### config.mk
export PLATFORM = sky130hd
export DESIGN_NAME = ascii_to_morse_pulse_encoder_unit
export DESIGN_NICKNAME = d
export VERILOG_FILES = /design/src/sv/amte_pkg.sv /design/src/sv/amte_front.sv /design/src/sv/amte_fifo.sv /design/src/sv/amte_back.sv /design/src/sv/ascii_to_morse_pulse_encoder_unit.sv
export SDC_FILE = /design/constraint.sdc
export NUM_CORES = 1
export LEC_CHECK = 0
export ABC_CLOCK_PERIOD_IN_PS = 4800
export BUFFER_PORTS_ARGS = -buffer_cell sky130_fd_sc_hd__buf_2
export CAP_MARGIN = 25
export CELL_PAD_IN_SITES_DETAIL_PLACEMENT = 1
export CELL_PAD_IN_SITES_GLOBAL_PLACEMENT = 2
export CORE_MARGIN = 2
export CORE_UTILIZATION = 37
export DETAILED_ROUTE_END_ITERATION = 7
export PLACE_DENSITY_LB_ADDON = 0.1
export SETUP_SLACK_MARGIN = 0.1
export SYNTH_ARGS = -nofsm -noshare
export SYNTH_HDL_FRONTEND = slang
export SYNTH_SLANG_ARGS = --single-unit
export TNS_END_PERCENT = 20
### constraint.sdc
create_clock -name i_clk -period 4.8 [get_ports i_clk]
set_clock_uncertainty 0.05 [all_clocks]
set_input_delay 0.96 -clock i_clk [delete_from_list [all_inputs] [get_ports i_clk]]
set_output_delay 0.96 -clock i_clk [all_outputs]
set_load 0.02 [all_outputs]
### src/sv/amte_pkg.sv
// Shared types, constants and the Morse code table for the pulse encoder.
`default_nettype none

package amte_pkg;

    localparam int unsigned CHAR_W   = 8;
    localparam int unsigned TIME_W   = 16;
    localparam int unsigned CNT_W    = 3;
    localparam int unsigned PAT_W    = 5;
    localparam int unsigned CFG_IDX_W = 8;
    localparam int unsigned NUM_CODES = 36;
    localparam int unsigned NUM_LETTERS = 26;

    localparam logic [CHAR_W-1:0] CH_LOWER_A = 8'h61;
    localparam logic [CHAR_W-1:0] CH_LOWER_Z = 8'h7A;
    localparam logic [CHAR_W-1:0] CH_UPPER_A = 8'h41;
    localparam logic [CHAR_W-1:0] CH_UPPER_Z = 8'h5A;
    localparam logic [CHAR_W-1:0] CH_ZERO    = 8'h30;
    localparam logic [CHAR_W-1:0] CH_NINE    = 8'h39;
    localparam logic [CHAR_W-1:0] CASE_OFFS  = 8'h20;

    localparam logic [TIME_W-1:0] DOT_ON_RESET     = 16'd200;
    localparam logic [TIME_W-1:0] DASH_ON_RESET    = 16'd600;
    localparam logic [TIME_W-1:0] SYM_GAP_RESET    = 16'd200;
    localparam logic [TIME_W-1:0] LETTER_GAP_RESET = 16'd400;

    typedef enum logic [CFG_IDX_W-1:0] {
        CFG_DOT_ON     = 8'd0,
        CFG_DASH_ON    = 8'd1,
        CFG_SYM_GAP    = 8'd2,
        CFG_LETTER_GAP = 8'd3
    } t_cfg_idx;

    typedef enum logic [1:0] {
        ST_IDLE,
        ST_MARK,
        ST_SPACE,
        ST_CLOSE
    } t_back_state;

    typedef struct packed {
        logic [TIME_W-1:0] dot_on;
        logic [TIME_W-1:0] dash_on;
        logic [TIME_W-1:0] sym_gap;
        logic [TIME_W-1:0] letter_gap;
    } t_cfg;

    // One classified character; pattern is left aligned, first symbol in
    // the top bit, 1 = dash.
    typedef struct packed {
        logic             known;
        logic [CNT_W-1:0] count;
        logic [PAT_W-1:0] pattern;
    } t_desc;

    // A-Z then 0-9.
    localparam logic [CNT_W-1:0] SYM_COUNT [NUM_CODES] = '{
        3'd2, 3'd4, 3'd4, 3'd3, 3'd1, 3'd4, 3'd3, 3'd4, 3'd2, 3'd4,
        3'd3, 3'd4, 3'd2, 3'd2, 3'd3, 3'd4, 3'd4, 3'd3, 3'd3, 3'd1,
        3'd3, 3'd4, 3'd3, 3'd4, 3'd4, 3'd4,
        3'd5, 3'd5, 3'd5, 3'd5, 3'd5, 3'd5, 3'd5, 3'd5, 3'd5, 3'd5
    };

    localparam logic [PAT_W-1:0] SYM_BITS [NUM_CODES] = '{
        5'd1,  5'd8,  5'd10, 5'd4,  5'd0,  5'd2,  5'd6,  5'd0,  5'd0,  5'd7,
        5'd5,  5'd4,  5'd3,  5'd2,  5'd7,  5'd6,  5'd13, 5'd2,  5'd0,  5'd1,
        5'd1,  5'd1,  5'd3,  5'd9,  5'd11, 5'd12,
        5'd31, 5'd15, 5'd7,  5'd3,  5'd1,  5'd0,  5'd16, 5'd24, 5'd28, 5'd30
    };

    function automatic t_desc classify(input logic [CHAR_W-1:0] c);
        logic [CHAR_W-1:0] u;
        logic [5:0]        slot;
        logic              hit;
        t_desc             d;
        u    = c;
        slot = '0;
        hit  = 1'b0;
        d    = '0;
        if (c >= CH_LOWER_A && c <= CH_LOWER_Z) begin
            u = c - CASE_OFFS;
        end
        if (u >= CH_UPPER_A && u <= CH_UPPER_Z) begin
            slot = 6'(u - CH_UPPER_A);
            hit  = 1'b1;
        end else if (u >= CH_ZERO && u <= CH_NINE) begin
            slot = 6'(u - CH_ZERO) + 6'(NUM_LETTERS);
            hit  = 1'b1;
        end
        if (hit) begin
            d.known   = 1'b1;
            d.count   = SYM_COUNT[slot];
            d.pattern = PAT_W'(SYM_BITS[slot] << (3'(PAT_W) - SYM_COUNT[slot]));
        end
        return d;
    endfunction

endpackage

`default_nettype wire

### src/sv/amte_front.sv
// Front end: takes characters, folds case and looks up the Morse code.
`default_nettype none

module amte_front (
    input  wire logic                          i_push,
    output logic                               o_full,
    input  wire logic [amte_pkg::CHAR_W-1:0]   i_char_code,
    input  wire logic                          i_q_full,
    output logic                               o_q_push,
    output amte_pkg::t_desc                    o_q_desc
);

    assign o_full   = i_q_full;
    assign o_q_push = i_push && !i_q_full;
    assign o_q_desc = amte_pkg::classify(i_char_code);

endmodule

`default_nettype wire

### src/sv/amte_fifo.sv
// Small descriptor queue between the front end and the pulse sequencer.
`default_nettype none

module amte_fifo #(
    parameter int unsigned DEPTH = 2
) (
    input  wire logic            i_clk,
    input  wire logic            i_rst_n,
    input  wire logic            i_push,
    input  amte_pkg::t_desc      i_desc,
    output logic                 o_full,
    input  wire logic            i_pop,
    output amte_pkg::t_desc      o_desc,
    output logic                 o_empty
);

    localparam int unsigned PTR_W = (DEPTH > 1) ? $clog2(DEPTH) : 1;
    localparam int unsigned CNT_W = $clog2(DEPTH + 1);
    localparam logic [PTR_W-1:0] LAST_PTR = PTR_W'(DEPTH - 1);
    localparam logic [CNT_W-1:0] FULL_CNT = CNT_W'(DEPTH);

    amte_pkg::t_desc  r_mem [DEPTH];
    logic [PTR_W-1:0] r_wr_ptr, n_wr_ptr;
    logic [PTR_W-1:0] r_rd_ptr, n_rd_ptr;
    logic [CNT_W-1:0] r_cnt, n_cnt;
    logic             do_push, do_pop;

    assign o_full  = (r_cnt == FULL_CNT);
    assign o_empty = (r_cnt == '0);
    assign do_push = i_push && !o_full;
    assign do_pop  = i_pop && !o_empty;
    assign o_desc  = r_mem[r_rd_ptr];

    always_comb begin
        n_wr_ptr = r_wr_ptr;
        n_rd_ptr = r_rd_ptr;
        n_cnt    = r_cnt;
        if (do_push) begin
            n_wr_ptr = (r_wr_ptr == LAST_PTR) ? '0 : r_wr_ptr + 1'b1;
        end
        if (do_pop) begin
            n_rd_ptr = (r_rd_ptr == LAST_PTR) ? '0 : r_rd_ptr + 1'b1;
        end
        if (do_push && !do_pop) begin
            n_cnt = r_cnt + 1'b1;
        end else if (do_pop && !do_push) begin
            n_cnt = r_cnt - 1'b1;
        end
    end

    always_ff @(posedge i_clk) begin
        if (!i_rst_n) begin
            r_wr_ptr <= '0;
            r_rd_ptr <= '0;
            r_cnt    <= '0;
        end else begin
            r_wr_ptr <= n_wr_ptr;
            r_rd_ptr <= n_rd_ptr;
            r_cnt    <= n_cnt;
        end
    end

    always_ff @(posedge i_clk) begin
        if (do_push) begin
            r_mem[r_wr_ptr] <= i_desc;
        end
    end

    a_cnt_bound: assert property (@(posedge i_clk) disable iff (!i_rst_n)
        r_cnt <= FULL_CNT)
        else $error("queue count beyond depth");

    a_pop_count: assert property (@(posedge i_clk) disable iff (!i_rst_n)
        (do_pop && !do_push) |=> (r_cnt == $past(r_cnt) - 1'b1))
        else $error("queue count did not drop on request taken");

    a_push_count: assert property (@(posedge i_clk) disable iff (!i_rst_n)
        (do_push && !do_pop) |=> (r_cnt == $past(r_cnt) + 1'b1))
        else $error("queue count did not rise on request stored");

endmodule

`default_nettype wire

### src/sv/amte_back.sv
// Pulse sequencer: turns a code descriptor into timed lamp intervals.
`default_nettype none

module amte_back (
    input  wire logic                        i_clk,
    input  wire logic                        i_rst_n,
    input  amte_pkg::t_cfg                   i_cfg,
    input  wire logic                        i_q_empty,
    input  amte_pkg::t_desc                  i_q_desc,
    output logic                             o_q_pop,
    output logic                             o_empty,
    input  wire logic                        i_pop,
    output logic                             o_lamp_on,
    output logic [amte_pkg::TIME_W-1:0]      o_interval_length,
    output logic                             o_unknown_char,
    output logic                             o_last_of_run
);

    amte_pkg::t_back_state              r_state, n_state;
    logic [amte_pkg::CNT_W-1:0]         r_cnt;
    logic [amte_pkg::PAT_W-1:0]         r_bits;
    logic                               r_unk;

    logic                               r_ovalid;
    logic                               r_olamp;
    logic [amte_pkg::TIME_W-1:0]        r_olen;
    logic                               r_ounk;
    logic                               r_olast;

    logic                               out_taken;
    logic                               can_load;
    logic                               emit;
    logic                               e_lamp;
    logic [amte_pkg::TIME_W-1:0]        e_len;
    logic                               e_unk;
    logic                               e_last;

    assign out_taken = i_pop && r_ovalid;
    assign can_load  = !r_ovalid || i_pop;

    // next state
    always_comb begin
        n_state = r_state;
        unique case (r_state)
            amte_pkg::ST_IDLE: begin
                if (!i_q_empty) begin
                    n_state = i_q_desc.known ? amte_pkg::ST_MARK : amte_pkg::ST_CLOSE;
                end
            end
            amte_pkg::ST_MARK: begin
                if (can_load) begin
                    n_state = amte_pkg::ST_SPACE;
                end
            end
            amte_pkg::ST_SPACE: begin
                if (can_load) begin
                    n_state = (r_cnt == amte_pkg::CNT_W'(1)) ? amte_pkg::ST_CLOSE
                                                               : amte_pkg::ST_MARK;
                end
            end
            amte_pkg::ST_CLOSE: begin
                if (can_load) begin
                    n_state = amte_pkg::ST_IDLE;
                end
            end
            default: n_state = amte_pkg::ST_IDLE;
        endcase
    end

    // outputs of the sequencer
    always_comb begin
        o_q_pop = 1'b0;
        emit    = 1'b0;
        e_lamp  = 1'b0;
        e_len   = i_cfg.letter_gap;
        e_unk   = 1'b0;
        e_last  = 1'b0;
        unique case (r_state)
            amte_pkg::ST_IDLE: begin
                o_q_pop = !i_q_empty;
            end
            amte_pkg::ST_MARK: begin
                emit   = can_load;
                e_lamp = 1'b1;
                e_len  = r_bits[amte_pkg::PAT_W-1] ? i_cfg.dash_on : i_cfg.dot_on;
            end
            amte_pkg::ST_SPACE: begin
                emit  = can_load;
                e_len = i_cfg.sym_gap;
            end
            amte_pkg::ST_CLOSE: begin
                emit   = can_load;
                e_unk  = r_unk;
                e_last = 1'b1;
            end
            default: begin
                emit = 1'b0;
            end
        endcase
    end

    always_ff @(posedge i_clk) begin
        if (!i_rst_n) begin
            r_state  <= amte_pkg::ST_IDLE;
            r_ovalid <= 1'b0;
        end else begin
            r_state <= n_state;
            if (emit) begin
                r_ovalid <= 1'b1;
            end else if (out_taken) begin
                r_ovalid <= 1'b0;
            end
        end
    end

    always_ff @(posedge i_clk) begin
        if (o_q_pop) begin
            r_cnt  <= i_q_desc.count;
            r_bits <= i_q_desc.pattern;
            r_unk  <= !i_q_desc.known;
        end else if (emit && r_state == amte_pkg::ST_MARK) begin
            r_bits <= {r_bits[amte_pkg::PAT_W-2:0], 1'b0};
        end else if (emit && r_state == amte_pkg::ST_SPACE) begin
            r_cnt <= r_cnt - 1'b1;
        end
        if (emit) begin
            r_olamp <= e_lamp;
            r_olen  <= e_len;
            r_ounk  <= e_unk;
            r_olast <= e_last;
        end
    end

    assign o_empty           = !r_ovalid;
    assign o_lamp_on         = r_olamp;
    assign o_interval_length = r_olen;
    assign o_unknown_char    = r_ounk;
    assign o_last_of_run     = r_olast;

    a_last_dark: assert property (@(posedge i_clk) disable iff (!i_rst_n)
        (r_ovalid && r_olast) |-> !r_olamp)
        else $error("closing interval has lamp lit");

    a_unknown_last: assert property (@(posedge i_clk) disable iff (!i_rst_n)
        (r_ovalid && r_ounk) |-> r_olast)
        else $error("unknown flag on a non-closing interval");

    a_symbols_left: assert property (@(posedge i_clk) disable iff (!i_rst_n)
        (r_state == amte_pkg::ST_MARK || r_state == amte_pkg::ST_SPACE)
            |-> (r_cnt != '0))
        else $error("symbol interval with no symbols left");

    a_pop_nonempty: assert property (@(posedge i_clk) disable iff (!i_rst_n)
        o_q_pop |-> (!i_q_empty && r_state == amte_pkg::ST_IDLE))
        else $error("descriptor taken from empty queue or while busy");

endmodule

`default_nettype wire

### src/sv/ascii_to_morse_pulse_encoder_unit.sv
// Top level of the ASCII to Morse pulse encoder.
`default_nettype none

// Each character pushed in becomes a run of lamp intervals: for every dot or
// dash an on interval and a symbol-gap off interval, then one closing
// letter-gap interval flagged last_of_run (alone, and flagged unknown_char,
// for bytes outside A-Z, a-z and 0-9). The front end classifies a character
// in the cycle it is pushed and parks it in a QUEUE_DEPTH-entry queue; the
// sequencer takes a queued character only when idle, then emits its
// intervals one after another and takes no new character until the closing
// interval is out. The result register holds one interval, and stalls on
// the pop side back up through the sequencer and the queue to full.
// Timing registers are written through the cfg channel, which is always
// ready; write them only while the block is idle.
module ascii_to_morse_pulse_encoder_unit #(
    parameter int unsigned QUEUE_DEPTH = 2
) (
    input  wire logic                              i_clk,
    input  wire logic                              i_rst_n,
    input  wire logic                              push,
    output logic                                   full,
    input  wire logic [amte_pkg::CHAR_W-1:0]       i_char_code,
    output logic                                   empty,
    input  wire logic                              pop,
    output logic                                   o_lamp_on,
    output logic [amte_pkg::TIME_W-1:0]            o_interval_length,
    output logic                                   o_unknown_char,
    output logic                                   o_last_of_run,
    input  wire logic                              i_cfg_valid,
    output logic                                   o_cfg_ready,
    input  wire logic [amte_pkg::CFG_IDX_W-1:0]    i_cfg_index,
    input  wire logic [amte_pkg::TIME_W-1:0]       i_cfg_data
);

    amte_pkg::t_cfg  r_cfg;
    amte_pkg::t_desc front_desc;
    amte_pkg::t_desc q_desc;
    logic            q_full;
    logic            q_push;
    logic            q_empty;
    logic            q_pop;

    assign o_cfg_ready = 1'b1;

    always_ff @(posedge i_clk) begin
        if (!i_rst_n) begin
            r_cfg.dot_on     <= amte_pkg::DOT_ON_RESET;
            r_cfg.dash_on    <= amte_pkg::DASH_ON_RESET;
            r_cfg.sym_gap    <= amte_pkg::SYM_GAP_RESET;
            r_cfg.letter_gap <= amte_pkg::LETTER_GAP_RESET;
        end else if (i_cfg_valid && o_cfg_ready) begin
            unique case (i_cfg_index)
                amte_pkg::CFG_DOT_ON:     r_cfg.dot_on     <= i_cfg_data;
                amte_pkg::CFG_DASH_ON:    r_cfg.dash_on    <= i_cfg_data;
                amte_pkg::CFG_SYM_GAP:    r_cfg.sym_gap    <= i_cfg_data;
                amte_pkg::CFG_LETTER_GAP: r_cfg.letter_gap <= i_cfg_data;
                default: begin
                    // drop writes to unmapped indexes
                end
            endcase
        end
    end

    amte_front u_front (
        .i_push      (push),
        .o_full      (full),
        .i_char_code (i_char_code),
        .i_q_full    (q_full),
        .o_q_push    (q_push),
        .o_q_desc    (front_desc)
    );

    amte_fifo #(
        .DEPTH (QUEUE_DEPTH)
    ) u_fifo (
        .i_clk   (i_clk),
        .i_rst_n (i_rst_n),
        .i_push  (q_push),
        .i_desc  (front_desc),
        .o_full  (q_full),
        .i_pop   (q_pop),
        .o_desc  (q_desc),
        .o_empty (q_empty)
    );

    amte_back u_back (
        .i_clk             (i_clk),
        .i_rst_n           (i_rst_n),
        .i_cfg             (r_cfg),
        .i_q_empty         (q_empty),
        .i_q_desc          (q_desc),
        .o_q_pop           (q_pop),
        .o_empty           (empty),
        .i_pop             (pop),
        .o_lamp_on         (o_lamp_on),
        .o_interval_length (o_interval_length),
        .o_unknown_char    (o_unknown_char),
        .o_last_of_run     (o_last_of_run)
    );

endmodule

`default_nettype wire

== Word-level counts from Yosys, hierarchy flattened ==
Memories as Yosys holds them, arrays and structs flattened. A register that Yosys moved wholly into a read port is not among the register bits.
Index checks and enable logic that the tools add are counted.
Widths: inputs -> output; s select.
Storage, ports and cells
  memories: 3
  input bits: 37
  register bits after elaboration: 99
  output and inout bits: 22
  logic and storage cells: 121
  memory bits (writable): 18
  bits in read-only memories: 512
Operators by class
  $add $sub $neg: 10
  bitwise gates (word level): 1
  eq/ne operators: 13
  mux-type cells: 38
  shift operators: 1
  order comparisons: 7
  reductions and logical operators: 32
Memory list
  (name not given): words 64, width 5, rd ports 1, clocked after memory_dff 0, write ports 0, RTL line amte_pkg.sv:93  | d.pattern = PAT_W'(SYM_BITS[slot] << (3'(PAT_W) - SYM_COUNT[slot]));
  (name not given): words 64, width 3, rd ports 1, clocked after memory_dff 0, write ports 0, RTL line amte_pkg.sv:92  | d.count = SYM_COUNT[slot];
  u_fifo.r_mem: words 2, width 9, rd ports 1, clocked after memory_dff 1, write ports 1, RTL line amte_fifo.sv:22  | amte_pkg::t_desc r_mem [DEPTH];
Operators with widths (number)
  $pmux 16 s2: 1
  $mux 5: 4
  $eq 8x2->1 const B: 2
  $ge 8x7->1 const B: 2
  $le 8x7->1 const B: 2
  $mux 16: 1
  $mux 2: 8
  $mux 3: 5
  $mux 1: 14
  $mux 6: 2
  $logic_and 1x1->1: 11
  $reduce_and 2->1: 5
  $mux 9: 1
  $eq 8x1->1 const B: 1
  $ge 8x6->1 const B: 1
  $le 8x6->1 const B: 1
  $logic_not 8->1: 1
  $mux 8: 1
  $pmux 2 s4: 1
  $reduce_bool 2->1: 4
  $sub 8x6->8 const B: 1
  $ge 7x7->1 const B: 1
  $not 6->7: 1
  $add 6x5->6 const B: 1
  18 further kinds: 30

== Logic depth before layout (Yosys ltp) ==
Gate-level depths: netlist (run 1).
  word-level depth: 14
  gate-level depth with buffers: 16

== Modules after synthesis ==
From an unflattened synthesis (run 1), not the netlist that was laid out.
Second synthesis, totals
  cell total of the unflattened synthesis: 625
  area total of the unflattened synthesis: 6458.7 µm²
By module, submodules not included
  ascii_to_morse_pulse_encoder_unit: instances 1, sequential area each 1281.2 µm², cells each 239, area each 2523.7 µm²
  amte_back: instances 1, sequential area each 900.9 µm², cells each 161, area each 1844.3 µm²
  amte_front: instances 1, sequential area each 0.0 µm², cells each 172, area each 1209.9 µm²
  amte_fifo: instances 1, sequential area each 640.6 µm², cells each 53, area each 880.8 µm²

== Worst setup path after synthesis (run 1) ==
OpenSTA, ideal clock, no wires.
  kind: input to register
  from: in i_char_code[1] (netlist bit)
  to: mem u_fifo.r_mem[0][4] (netlist bit) (data pin)
  cell stages on the path: 14
  path slack: 0.514 ns
  arrival time: 3.961 ns
  library setup time: 0.275 ns
  path buffers: 0
  data required time: 4.475 ns
  cell sequence: inv_1 -> ha_1 -> or4b_4 -> o22ai_1 -> a21o_2 -> o32a_1 -> nand2b_1 -> inv_1 -> ha_1 -> nor4_1 -> nor4_1 -> a311o_1 -> a221oi_2 -> o211ai_1
RTL lines
  from (decl): RTL line ascii_to_morse_pulse_encoder_unit.sv:22  | input wire logic [amte_pkg::CHAR_W-1:0] i_char_code,
  to (decl): RTL line amte_fifo.sv:22

==> run metrics, run 1 <==
# setup viols final=0; P_leak=2.81 nW; fmax=234 MHz; initial antenna violation count=2; DRC=0; initial cell density of the core=0.374; number of synthesized register bits=118; total die area=17600 µm²; count leader, synth=nand2_1; setup_tns=0 ns; Required @ worst endpoint=4.90 ns; Finished Layout Cells=966; P per Cell Area=498 nW/µm²; Total Routed Length=17500 µm; nets=794; Placed Cells=931; Routability Congestion=0.828; cell depth of the worst flop-to-flop path=7; Net Count, Synth=732; Warnings, synthesis=0; Synth area leaders=dfxtp_1, edfxtp_1, nand2_1; asr flop ratio synth=0; Via Count=5240; Initial DRC Count=239; RSZ-0062 raised after global routing=no; Area Overhead vs Synth=19.9%; clk sinks=118; CTS tree=done; Clock Pin Slew Worst Setup and Hold Paths=0.06 ns; Top Ports=59; HPWL after detailed placement=11800 µm; min Tclk post-route=4.28 ns; Die X=133 µm; vias per cell=5.42; GRT Residual Overflow=0; post-cts gate resize count=0; Pre-Repair DR Iteration Count=5; CP Cell Sequence=buf_2 > inv_1 > ha_1 > or4b_4 > o21ai_2 > o21ai_2 > o32a_1 > nand2b_1 > inv_1 > ha_1 > a311oi_1 > o21ai_0 > o2111ai_1 > o221ai_1 > o22ai_1; CTS buffer count=17; setup bufs post-CTS=0; Tcrit/Tclk final=0.891; H-tree Lvls=4; layout cells sized above 1=0.201; final slew viol count=0; Crit Path Max Fanout=7; number of flops mapped to enable cells by yosys=46; critical path class=input pin to flip-flop; Clk Tree Root Cell=clkbuf_16; cell count along the critical path=15; Critical Path End Type=flip-flop; Cell Area, Synth=6140 µm²; maximum clock path buffer count=2; Arr. time, crit path=4.38 ns; CORE AREA=16400 µm²; top-area cell type share of the netlist area=0.235; largest net degree at the start of global routing=47; list of most frequent post-synthesis cells=nand2_1, dfxtp_1, a21oi_1; Synth area leader=dfxtp_1; worst-skew pair later-pin latency=0.41 ns; max_cap viols=0; row count=47; vias in the first global route=5664; delay-heaviest family, CP=compound AO/OA/AOI/OAI gates; Hold Buf Count CTS=0; final hold viol count=0; Slew HR=0.377; Worst Tran Pin Value=0.933 ns; outcome=finished, final reports clean; DR WL/cell=18.1 µm; Max stage delay on crit path=0.51 ns; first-pass GRT wire length=28900 µm; post-place setup slack=0.120 ns; crit path max-delay cell type=or4b_4; count of different cell masters after synthesis=73; Syn Area/Cell=9.16 µm²; Tot GR Track Use=0.208; register area share after synthesis=0.460; WP buf/inv=3; Syn Inst Count=670; Worst Hold Depth=2; Hold Crit Class=flip-flop to flip-flop; Final WS setup=0.523 ns; IO Port Bufs=57; DRT antenna net count=0; Die Y=133 µm; peak supply drop=236 µV; dominant synthesized flop cell=dfxtp_1; crit start category=input pin
-- flip-flops by register name (all words and copies together) (netlist names), named ones only --
register,flops
r_cfg,64
u_back.o_interval_length,16
u_back.o_lamp_on,1
u_back.o_last_of_run,1
u_back.o_unknown_char,1
u_back.r_bits,5
u_back.r_cnt,3
u_back.r_ovalid,1
u_back.r_state,2
u_back.r_unk,1
u_fifo.r_cnt,2
u_fifo.r_mem,18
u_fifo.r_rd_ptr,1
u_fifo.r_wr_ptr,1
-- report_power, final --
group	internal (mW)	switching, mW	leakage [nW]
Sequential	1.30	0.113	1.03
Clock	0.722	0.486	0.272
Combinational	0.392	0.649	1.52
-- tightest hold or removal path, cell delays in order, from the launching register on --
cell	delay, ns
dfxtp_1	0.30
nand2_1	0.05
a21oi_1	0.05
-- layout make-up --
type	instances	area, µm²
Inverter	25	93.8
Clock inverter	15	145
Multi-Input combinational cell	490	3070
Tap cell	220	275
Sequential cell	118	2820
Antenna cell	1	2.50
Clock buffer	17	425
Fill cell	1853	9050
Timing Repair Buffer	80	518
-- worst paths after layout --
kind	startpoint	end	slack, ns
worst max-delay path	i_char_code[1]	u_fifo.r_mem[1][3]	0.52
worst min-delay path	r_cfg[32]	r_cfg[32]	0.40
worst max register to register	u_back.r_state[1]	u_fifo.r_cnt[1]	2.79
worst min register to register	r_cfg[32]	r_cfg[32]	0.40
-- metal layers --
| metal | vias to the layer above | wire length, µm | GRT usage | share of wire |
|---|---|---|---|---|
| met2 | 103 | 8700 | 0.365 | 0.50 |
| met1 | 2574 | 7830 | 0.253 | 0.45 |
| li1 | 2517 | - | - | - |
| met4 | 2 | 422 | 0.0729 | 0.024 |
| met3 | 44 | 534 | 0.0444 | 0.031 |
| met5 | - | 7 | 0 | 0.00040 |
-- metrics by stage --
stage                util  total power [mW]  hold slack, ns  cell area, µm²
global route        0.448              3.88           0.422            7350
finish              0.448              3.67           0.398            7360
floorplan               -              2.08           0.378            6140
detailed placement  0.410              2.45           0.397            6730
CTS                 0.445              3.67           0.399            7300
global placement    0.408              2.40           0.386            6700
-- cells by family (layout without fill, tap and decap cells) --
| logic type | after synthesis | in the layout | share of synthesized area |
|---|---|---|---|
| xor+xnor | 10 | 10 | 0.0143 |
| mux | 40 | 40 | 0.0685 |
| simple gates | 247 | 247 | 0.182 |
| flops | 118 | 118 | 0.460 |
| buf+inv | 62 | 137 | 0.0402 |
| compound gates | 167 | 167 | 0.184 |
| fa+ha+maj | 25 | 25 | 0.0510 |
| other cells | 1 | 2 | 0.000611 |
-- layout by cell type, fill, tap and decap left out, types with 4 or more instances in the layout --
master / count
nand2_1: 123
dfxtp_1: 72
a21oi_1: 61
buf_2: 57
nor2_1: 47
edfxtp_1: 46
ha_1: 25
inv_1: 24
mux2i_1: 24
buf_4: 20
o21ai_0: 18
clkbuf_16: 17
nand3_1: 16
mux2_2: 16
a22oi_1: 16
nor2b_1: 14
nor3_1: 11
xor2_1: 7
a211oi_1: 6
nor4_1: 6
inv_6: 6
nand2b_1: 5
o211ai_1: 5
o21ai_2: 4
o22ai_1: 4
a31o_2: 4
a31oi_1: 4
and3_1: 4
clkinv_4: 4
(Power assumes the default switching activity.)
==> run 2: changes to the inputs <==
- CORE_UTILIZATION: 37 -> 39
- SYNTH_HIERARCHICAL: default -> 1
==> run 2 against run 1 <==
- largest cell class unchanged
- largest power group unchanged
- fmax increased by 0.60%
- utilization increased by 0.92 points
- sequential share of layout area decreased by 0.77 points
- global-route usage decreased by 2.2 points
- synthesized area increased by 5.3%
- combinational power increased by 9.6%
- critical path type unchanged
- hold slack improved by 0.0051 ns
==> run metrics, run 2 <==
max reg flops=64 (unchanged); number of flops mapped to enable cells by yosys=46 (unchanged); Synth Area in Compound Gates=0.126 (was 0.184); Total Routed Length=15600 µm (was 17500 µm); Critical Path End Type=flip-flop (unchanged); Syn Area/Cell=10.3 µm² (was 9.16 µm²); CTS buffer count=17 (unchanged); Worst Tran Pin Value=0.887 ns (was 0.933 ns); Worst Hold Depth=2 (unchanged); DRT antenna net count=0 (unchanged); Clk Tree Root Cell=clkbuf_16 (unchanged); GRT Residual Overflow=0 (unchanged); Via Count=4708 (was 5240); count of different cell masters after synthesis=78 (was 73); Metal-1 WL=7030 µm (was 7830 µm); largest net degree at the start of global routing=55 (was 47); mux cell area share after synthesis=0.156 (was 0.0685); clk sinks=118 (unchanged); Slew HR=0.404 (was 0.377); first-pass GRT wire length=26100 µm (was 28900 µm); Required @ worst endpoint=4.90 ns (about the same); vias per cell=5.15 (was 5.42); register area=2820 µm² (unchanged); DRC=0 (unchanged); delay-heaviest family, CP=simple AND/OR/NAND/NOR gates (was compound AO/OA/AOI/OAI gates); vias in the first global route=5085 (was 5664); setup_tns=0 ns (unchanged); HPWL after detailed placement=10800 µm (was 11800 µm); WP buf/inv=4 (was 3); layout cells sized above 1=0.229 (was 0.201); P per Cell Area=498 nW/µm² (about the same); outcome=finished, final reports clean (unchanged); asr flop ratio synth=0 (unchanged); RSZ-0062 raised after global routing=no (unchanged); worst hold margin=0.403 ns (was 0.398 ns); dominant synthesized flop cell=dfxtp_1 (unchanged); overall power=3.74 mW (was 3.67 mW); register-to-register path setup slack=2.39 ns (was 2.79 ns); H-tree Lvls=4 (unchanged); Worst Hold End=r_cfg[49] (was r_cfg[32]); Layout fillers=1821 (was 1853); Met3 Wirelength=364 µm (was 534 µm); CORE AREA=16400 µm² (unchanged); area of the multi-input gates=3270 µm² (was 3070 µm²); Hold Crit Class=flip-flop to flip-flop (unchanged); # setup viols final=0 (unchanged); r2r endpoint=u_fifo/r_cnt[1] (was u_fifo.r_cnt[1]); row count=47 (unchanged); number of synthesized register bits=118 (unchanged); Hold Buf Count CTS=0 (unchanged); post-cts gate resize count=0 (unchanged); r2r startpoint=u_back/r_state[1] (was u_back.r_state[1]); Pre-Repair DR Iteration Count=4 (was 5); Arr. time, crit path=4.35 ns (was 4.38 ns); Clock Pin Slew Worst Setup and Hold Paths=0.05 ns (was 0.06 ns); count leader, synth=nand2_1 (unchanged); diode count=0 (was 1); Top Ports=59 (unchanged); Die X=133 µm (about the same); Warnings, synthesis=6 (was 0); cell depth of the worst flop-to-flop path=8 (was 7); Initial DRC Count=229 (was 239); CTS tree=done (unchanged); initial cell density of the core=0.394 (was 0.374); Hold Crit Start=r_cfg[49] (was r_cfg[32]); Max stage delay on crit path=0.45 ns (was 0.51 ns); DR WL/cell=17.1 µm (was 18.1 µm); maximum clock path buffer count=2 (unchanged); Max Used Layer=met4 (was met5); Die Y=133 µm (about the same); nets=745 (was 794); Crit Path Max Fanout=7 (unchanged); worst-skew pair later-pin latency=0.41 ns (about the same); list of most frequent post-synthesis cells=nand2_1, dfxtp_1, mux2i_1 (was nand2_1, dfxtp_1, a21oi_1); Tcrit/Tclk final=0.886 (was 0.891); commonest non-fill, non-tap cells in the layout=nand2_1, dfxtp_1, mux2i_1, buf_2, edfxtp_1 (was nand2_1, dfxtp_1, a21oi_1, buf_2, nor2_1); initial antenna violation count=0 (was 2); met2 WL=8000 µm (was 8700 µm); CP Cell Sequence=buf_2 > inv_1 > ha_1 > nand2b_4 > or4_4 > nand2_1 > nor2_1 > a21boi_2 > ha_1 > inv_1 > a21oi_1 > o211ai_1 > a21oi_1 > or3_1 > buf_4 > nand2_1 > a2bb2oi_1 > a211oi_2 (was buf_2 > inv_1 > ha_1 > or4b_4 > o21ai_2 > o21ai_2 > o32a_1 > nand2b_1 > inv_1 > ha_1 > a311oi_1 > o21ai_0 > o2111ai_1 > o221ai_1 > o22ai_1); adder-cell share of the synthesized area=0.0519 (was 0.0510); IO Port Bufs=57 (unchanged); largest family of logic cells by synthesized area=simple AND/OR/NAND/NOR gates (was compound AO/OA/AOI/OAI gates); top-area cell type share of the netlist area=0.223 (was 0.235); register area share after synthesis=0.437 (was 0.460); total die area=17600 µm² (about the same); Area Overhead vs Synth=16.3% (was 19.9%); Most flops, register=r_cfg (unchanged); final slew viol count=0 (unchanged); Synth area leaders=dfxtp_1, edfxtp_1, mux2i_1 (was dfxtp_1, edfxtp_1, nand2_1); min Tclk post-route=4.25 ns (was 4.28 ns); max_cap viols=0 (unchanged); commonest non-fill, non-tap cell in the layout=nand2_1 (unchanged); peak supply drop=242 µV (was 236 µV); Tot GR Track Use=0.187 (was 0.208); Routability Congestion=0.855 (was 0.828); Syn Inst Count=625 (was 670); Worst Setup SP=i_char_code[0] (was i_char_code[1]); Net Count, Synth=688 (was 732); Synth area leader=dfxtp_1 (unchanged); crit path max-delay cell type=or4_4 (was or4b_4); crit start category=input pin (unchanged); fmax=235 MHz (was 234 MHz); P_leak=3.09 nW (was 2.81 nW); final hold viol count=0 (unchanged); XOR/XNOR Fraction of Synth Area=0.00949 (was 0.0143); simple-gate share of the synthesized area=0.163 (was 0.182); setup bufs post-CTS=0 (unchanged); critical path class=input pin to flip-flop (unchanged); Cell Area, Synth=6460 µm² (was 6140 µm²)
[run 2: per-stage QoR]
| step | std cells | setup slack (ns) | area, µm² | util |
|---|---|---|---|---|
| 2_1_floorplan | 625 | 0.514 | 6460 | - |
| 3_3_place_gp | 880 | 0.219 | 6860 | 0.418 |
| 3_5_place_dp | 880 | 0.143 | 6860 | 0.418 |
| 4_1_cts | 912 | 0.561 | 7430 | 0.453 |
| 5_1_grt | 915 | 0.107 | 7510 | 0.458 |
| 6_report | 915 | 0.548 | 7510 | 0.458 |
[run 2: cells by family (layout without fill, tap and decap cells)]
group,after synthesis,in the layout
AO/OA/AOI/OAI,105,105
XOR/XNOR,7,7
adder cells (fa/ha/maj),27,27
buffers and inverters,58,128
flip-flops,118,118
multiplexers,94,94
other,1,1
AND/OR/NAND/NOR,215,215
[run 2: worst max path at each step]
| stage | end | cells after the start |
|---|---|---|
| final | u_fifo/r_mem[0][4] | 18 |
| after global routing | u_fifo/r_mem[0][3] | 18 |
| after CTS | u_fifo/r_mem[0][3] | 18 |
| after detailed placement | u_fifo/r_mem[0][3] | 18 |
| after global placement | u_fifo/r_mem[0][3] | 18 |
| after floorplan | u_fifo/r_mem[0][3] | 16 |
[run 2: where the power goes]
group          switching, mW  internal (mW)
registers             0.0864           1.30
clock network          0.452          0.752
logic                  0.721          0.423
total                   1.26           2.48
[run 2: area by class of cell]
cell class / instances / area share
clock buffers: 21 / 0.0628
flip-flops and latches: 118 / 0.376
multi-input cells: 449 / 0.436
well taps: 220 / 0.0367
inverters: 22 / 0.0117
repair buffers: 74 / 0.0637
clock inverters: 11 / 0.0133
[run 2: worst min-delay path, stage by stage (launching register included)]
cell and delay, ns:
dfxtp_1 0.30, nand2_1 0.05, mux2i_1 0.05
[run 2: layer usage]
layer  global-route usage  vias to the layer above
li1                     -                     2320
met1                0.229                     2311
met2                0.326                       62
met3               0.0391                       15
met4               0.0633                        0
met5                    0                        -
